File: config.mk
export PLATFORM = sky130hd
export DESIGN_NAME = msc_tracker
export DESIGN_NICKNAME = d
export VERILOG_FILES = /design/src/rtl/msc_pkg.sv /design/src/rtl/msc_tracker.sv
export SDC_FILE = /design/constraint.sdc
export NUM_CORES = 1
export LEC_CHECK = 0
export ABC_CLOCK_PERIOD_IN_PS = 5750
export BUFFER_PORTS_ARGS = -buffer_cell sky130_fd_sc_hd__buf_2
export CELL_PAD_IN_SITES_DETAIL_PLACEMENT = 1
export CELL_PAD_IN_SITES_GLOBAL_PLACEMENT = 1
export CORE_MARGIN = 2
export CORE_UTILIZATION = 46
export CTS_CLUSTER_SIZE = 8
export DETAILED_ROUTE_END_ITERATION = 10
export GPL_TIMING_DRIVEN = 1
export PLACE_DENSITY_LB_ADDON = 0.1
export SLEW_MARGIN = 10
export SYNTH_ARGS = -nofsm -noshare
export SYNTH_HDL_FRONTEND = slang
export SYNTH_SLANG_ARGS = --single-unit
File: constraint.sdc
create_clock -name clk -period 5.75 [get_ports clk]
set_input_delay 1.4375 -clock clk [delete_from_list [all_inputs] [get_ports clk]]
set_output_delay 1.4375 -clock clk [all_outputs]
set_load 0.005 [all_outputs]
File: src/rtl/msc_pkg.sv
package msc_pkg;

	// configuration register indexes
	typedef logic [1:0] cfg_idx_t;
	localparam cfg_idx_t CFG_GAIN       = 2'd0;
	localparam cfg_idx_t CFG_RANGE      = 2'd1;
	localparam cfg_idx_t CFG_ZERO_LIMIT = 2'd2;

	localparam logic [15:0] GAIN_RESET       = 16'd16384;
	localparam logic [30:0] RANGE_RESET      = 31'd448462848;
	localparam logic [15:0] ZERO_LIMIT_RESET = 16'd5000;

	localparam int          ELAPSED_W   = 17;
	localparam logic [16:0] ELAPSED_MAX = 17'h1FFFF;

	// what the scaler tells the health tracker about one sample
	typedef struct packed {
		logic is_zero;
		logic over_range;
	} scale_flags_t;

	function automatic logic [31:0] magnitude(input logic signed [31:0] v);
		logic [31:0] r;
		r = v[31] ? 32'(-v) : 32'(v);
		return r;
	endfunction

endpackage

File: src/rtl/msc_tracker.sv
module msc_tracker (
	input  logic                  clk,
	input  logic                  arst_n,
	input  logic                  step,
	input  logic                  kind,
	input  msc_pkg::scale_flags_t flags,
	input  logic [15:0]           zero_limit_ms,
	output logic                  warn,
	output logic [31:0]           sample_number
);
	import msc_pkg::*;

	logic [ELAPSED_W-1:0] zero_elapsed_q;
	logic                 seen_q;
	logic [31:0]          sample_count_q;
	logic                 stale;

	// zero vector after the first sample keeps the timer running
	assign stale = flags.is_zero && seen_q;

	assign warn = (stale && (zero_elapsed_q > {1'b0, zero_limit_ms})) || flags.over_range;
	assign sample_number = sample_count_q + 32'd1;

	always_ff @(posedge clk or negedge arst_n) begin
		if (!arst_n) begin
			zero_elapsed_q <= '0;
			seen_q         <= 1'b0;
			sample_count_q <= '0;
		end else if (step) begin
			if (!kind) begin
				if (seen_q && (zero_elapsed_q != ELAPSED_MAX))
					zero_elapsed_q <= zero_elapsed_q + 1'b1;
			end else begin
				sample_count_q <= sample_number;
				if (!stale) begin
					zero_elapsed_q <= '0;
					seen_q         <= 1'b1;
				end
			end
		end
	end

endmodule

# Yosys cells after proc, flatten, opt, wreduce, memory -nomap -nowiden

Index checks and enable logic that the tools add are counted.

Logic and storage cells: 20
Bits in registers: 50
Input port bits: 22

Mux-type cells: 3
Bitwise gates (word level): 1
$lt $le $gt $ge: 1
Add/sub/neg operators: 2
Reduce and logical (&&, ||, !) cells: 8
Equal/unequal tests: 2

Operator list:

| kind                    | number |
|---|---|
| $mux W17                | 3 |
| $add A32 B1 Y32 const B | 1 |
| $add A17 B1 Y17 const B | 1 |
| $gt A17 B16 Y1          | 1 |
| $ne A17 B17 Y1 const B  | 1 |
| $reduce_and A3 Y1       | 2 |
| $logic_and A1 B1 Y1     | 3 |
| $ne A2 B2 Y1 const B    | 1 |
| $reduce_and A2 Y1       | 1 |
| $reduce_bool A2 Y1      | 1 |
| $logic_or A1 B1 Y1      | 1 |
| $not A1 Y1              | 1 |

# Longest topological paths before layout

Word-level depth: 4
Gate-level depth with buffers: 11

# Least setup slack after synthesis

No wires, ideal clock.

Path kind: input to output
Start point: in zero_limit_ms[6]
End point: out warn
Stages on the path: 7
Slack: 1.567 ns
Path buffers: 0
Arrival time: 2.746 ns
Cell sequence: inv_1 > ha_1 > a211oi_1 > nor2_1 > a2111oi_0 > o211ai_1 > a41o_1

Cells in the longest elaborated chain, start to end: 3

Ends and longest elaborated chain:

| item                | line              | source |
|---|---|---|
| start: declaration  | msc_tracker.sv:7  | `input logic [15:0] zero_limit_ms,` |
| $gt A17 B16 Y1      | msc_tracker.sv:21 | `assign warn = (stale && (zero_elapsed_q > {1'b0, zero_limit_ms})) \|\| flags.over_range;` |
| $logic_and A1 B1 Y1 | msc_tracker.sv:21 |  |
| $logic_or A1 B1 Y1  | msc_tracker.sv:21 |  |
| end: declaration    | msc_tracker.sv:8  | `output logic warn,` |

No other way between the ends.

# Worst setup path in the final report

Start point: in zero_limit_ms[4]
End point: out warn

The elaborated chain is that of the path after synthesis.

==> flow_metrics.py <==
metrics = {
    "min_path": {
        "holdCritPathClass": "reg -> reg",
        "hp-start": "sample_count_q[31]",
    },
    "final_layout": {
        "n_antenna_cell": 0,
        "layout_commonest_cell": "buf_2",
        "fin_area_um2": 3640,
        "finish.utilization": 0.539,
        "register_area_um2": 1250,
        "drive_gt1_frac": 0.175,
        "fin_nets": 451,
        "area.growth.synth_to_final_pct": 14.2,
        "final_cell_mix": "54 x buf_2, 50 x dfrtp_1, 44 x xnor2_1, 36 x nand2_1, 36 x nor2_1",
        "fillCellCount": 827,
        "multi_input_area_um2": 1800,
    },
    "place": {
        "routabilityCongestion": 0.754,
        "io_buffer_count": 54,
        "dp_hpwl_um": 5620,
        "place_area_um2": 3530,
    },
    "die": {
        "start_util": 0.472,
        "core_area_um2": 6760,
        "die_area_um2": 7620,
        "io_pins": 55,
        "die_x_um": 87.3,
        "rows": 30,
        "die_h_um": 87.3,
    },
    "timing": {
        "tightestPinTransition_ns": 1.12,
        "setup-violations-final": 0,
        "rsz0062_at_grt": "no",
        "finalCritPeriodShare": 0.812,
        "holdWs_ns": 0.489,
        "maxSlewViolCount": 0,
        "hold_viol_final": 0,
        "fin_setup_tns_ns": 0,
        "skew_ns": 0.00592,
        "fin_crit_ns": 4.67,
        "slew_headroom": 0.251,
        "max_freq_ghz": 0.214,
    },
    "setup_path": {
        "reg2reg_depth": 10,
        "required_ns": 4.31,
        "r2r-end": "zero_elapsed_q[3]",
        "critPathCaptureType": "output pin",
        "critPathArrivalTime_ns": 3.23,
        "worstSetupStartpointType": "primary input",
        "crit_fanout": 3,
        "critical_path.startpoint": "zero_limit_ms[4]",
        "cp-endpoint": "warn",
        "r2r_slack_ns": 2.63,
        "timing.rr.start": "zero_elapsed_q[0]",
        "crit_type": "in -> out",
    },
    "logic_synthesis": {
        "postSynthAreaPerCell_um2": 8.91,
        "yosysWarnings": 0,
        "ys_seq_elements": 50,
        "syn_nets": 399,
        "ys_seq_area_frac": 0.392,
        "synth_enable_flop_cells": 0,
        "synth_area_um2": 3190,
        "synthArstFlopShare": 1.00,
        "synth_ff_type": "dfrtp_1",
        "postSynthCellCount": 358,
        "synth_cell_type_count": 36,
    },
    "route": {
        "drt_wl_total_um": 7370,
        "drt_iter0_drc": 92,
        "wire_per_inst_um": 15.0,
        "viasPerCell": 5.36,
        "drt_first_pass_iters": 4,
        "dr_total_vias": 2633,
        "drc": 0,
        "drtAntennaViolNets": 0,
    },
    "cts": {
        "clkTransAtPathRegs_ns": 0.10,
        "clock-sinks": 50,
        "post_cts_buffers": 0,
        "cts_resized": 0,
        "cts_tree": "yes",
        "root_buffer": "clkbuf_8",
        "clockBufferDepth": 2,
        "htree_levels": 2,
        "postCtsHoldBufs": 0,
        "clk_latency_ns": 0.31,
        "cts_buffers": 5,
    },
    "grt": {
        "overflow": 0,
        "antenna_found_initial": 0,
        "grt_pass1_wl_um": 12900,
        "grt_pass1_vias": 2812,
        "grt_max_degree": 51,
        "track_usage": 0.214,
    },
    "power_and_ir_drop": {
        "combPwrFrac": 0.196,
        "p_per_area_nw_per_um2": 236,
        "ir_drop_mv": 0.186,
        "p_leak_nw": 1.83,
        "internal_power_w": 0.000599,
        "seq_power_share": 0.508,
        "swShare": 0.303,
        "p_sw_w": 0.000261,
        "clkPwrFrac": 0.296,
    },
    "job": {
        "drv_cap": 0,
    },
    "outcome": {
        "run_status": "complete, no violations",
    },
}
-- area by class of cell --
class | instances | area share
multi-input combinational | 272 | 0.495
sequential | 50 | 0.343
timing repair buffer | 55 | 0.0762
tap | 80 | 0.0275
inverter | 26 | 0.0268
clock buffer | 5 | 0.0189
clock inverter | 3 | 0.0120
-- power groups by stage --
| stage | sequential, W | clock, W | combinational [W] |
|---|---|---|---|
| 6_report | 0.000436 | 0.000254 | 0.000169 |
| 5_1_grt | 0.000443 | 0.000275 | 0.000192 |
| 4_1_cts | 0.000436 | 0.000265 | 0.000173 |
| 3_5_place_dp | 0.000443 | 0 | 0.000171 |
| 3_3_place_gp | 0.000441 | 0 | 0.000162 |
| 2_1_floorplan | 0.000421 | 0 | 0.000114 |
-- layer usage --
layer,GRT usage,up-vias,routed length (µm),part of all wire
met5,0,-,0,0
met4,0.0615,0,89,0.012
met3,0.0389,7,224,0.030
met2,0.379,40,3740,0.51
met1,0.265,1279,3310,0.45
li1,-,1307,-,-
-- sequential cells by signal (all words and copies together) (netlist names) --
signal and count:
sample_count_q 32, zero_elapsed_q 17, seen_q 1
-- critical path, stage by stage --
cell,delay (ns)
buf_2,0.07
inv_1,0.03
ha_1,0.33
a21oi_1,0.16
o21ai_0,0.13
a2111oi_0,0.54
o211ai_1,0.14
a41o_1,0.27
buf_2,0.12
-- worst min path at each step --
stage / endpoint / slack, ns / cells past startpoint
after floorplan: sample_count_q[31] / 0.46 / 1
after global routing: sample_count_q[31] / 0.52 / 1
after global placement: sample_count_q[31] / 0.48 / 1
after detailed placement: sample_count_q[31] / 0.48 / 1
after CTS: sample_count_q[31] / 0.49 / 1
final: sample_count_q[31] / 0.49 / 1
-- Yosys cell counts, types with 2 or more instances --
library cell	instances	area, µm²
nand2b_1	3	18.8
xor2_1	27	236
nor3_1	13	65.1
nand2_1	36	135
or2_2	3	18.8
ha_1	19	238
or3_1	6	37.5
a21boi_0	2	15.0
inv_1	26	97.6
nor4_1	2	12.5
xnor2_1	44	385
dfrtp_1	50	1250
nand4_1	8	50.1
and3_1	10	62.6
a21oi_1	9	45.0
nand3_1	21	105
a211oi_1	2	15.0
nor2_2	3	18.8
o21ai_0	9	45.0
nor2_1	36	135
and4_1	5	43.8
clkbuf_1	10	37.5
-- logic make-up (layout without fill, tap and decap cells) --
logic type | count (synthesis) | count (layout) | synth area share
AND/OR/NAND/NOR | 154 | 154 | 0.244
XOR/XNOR | 71 | 71 | 0.195
flip-flops | 50 | 50 | 0.392
buffers and inverters | 36 | 89 | 0.0424
AO/OA/AOI/OAI | 28 | 28 | 0.0525
adder cells (fa/ha/maj) | 19 | 19 | 0.0745
-- metrics by stage --
stage                     setup WS, ns  instances  total power [W]
after global routing             0.974        491         0.000910
after floorplan                   1.57        358         0.000535
after CTS                         1.12        491         0.000874
after global placement            1.30        483         0.000603
final                             1.08        491         0.000860
after detailed placement          1.17        483         0.000613
Note: power is estimated with default switching activity, not from simulation.
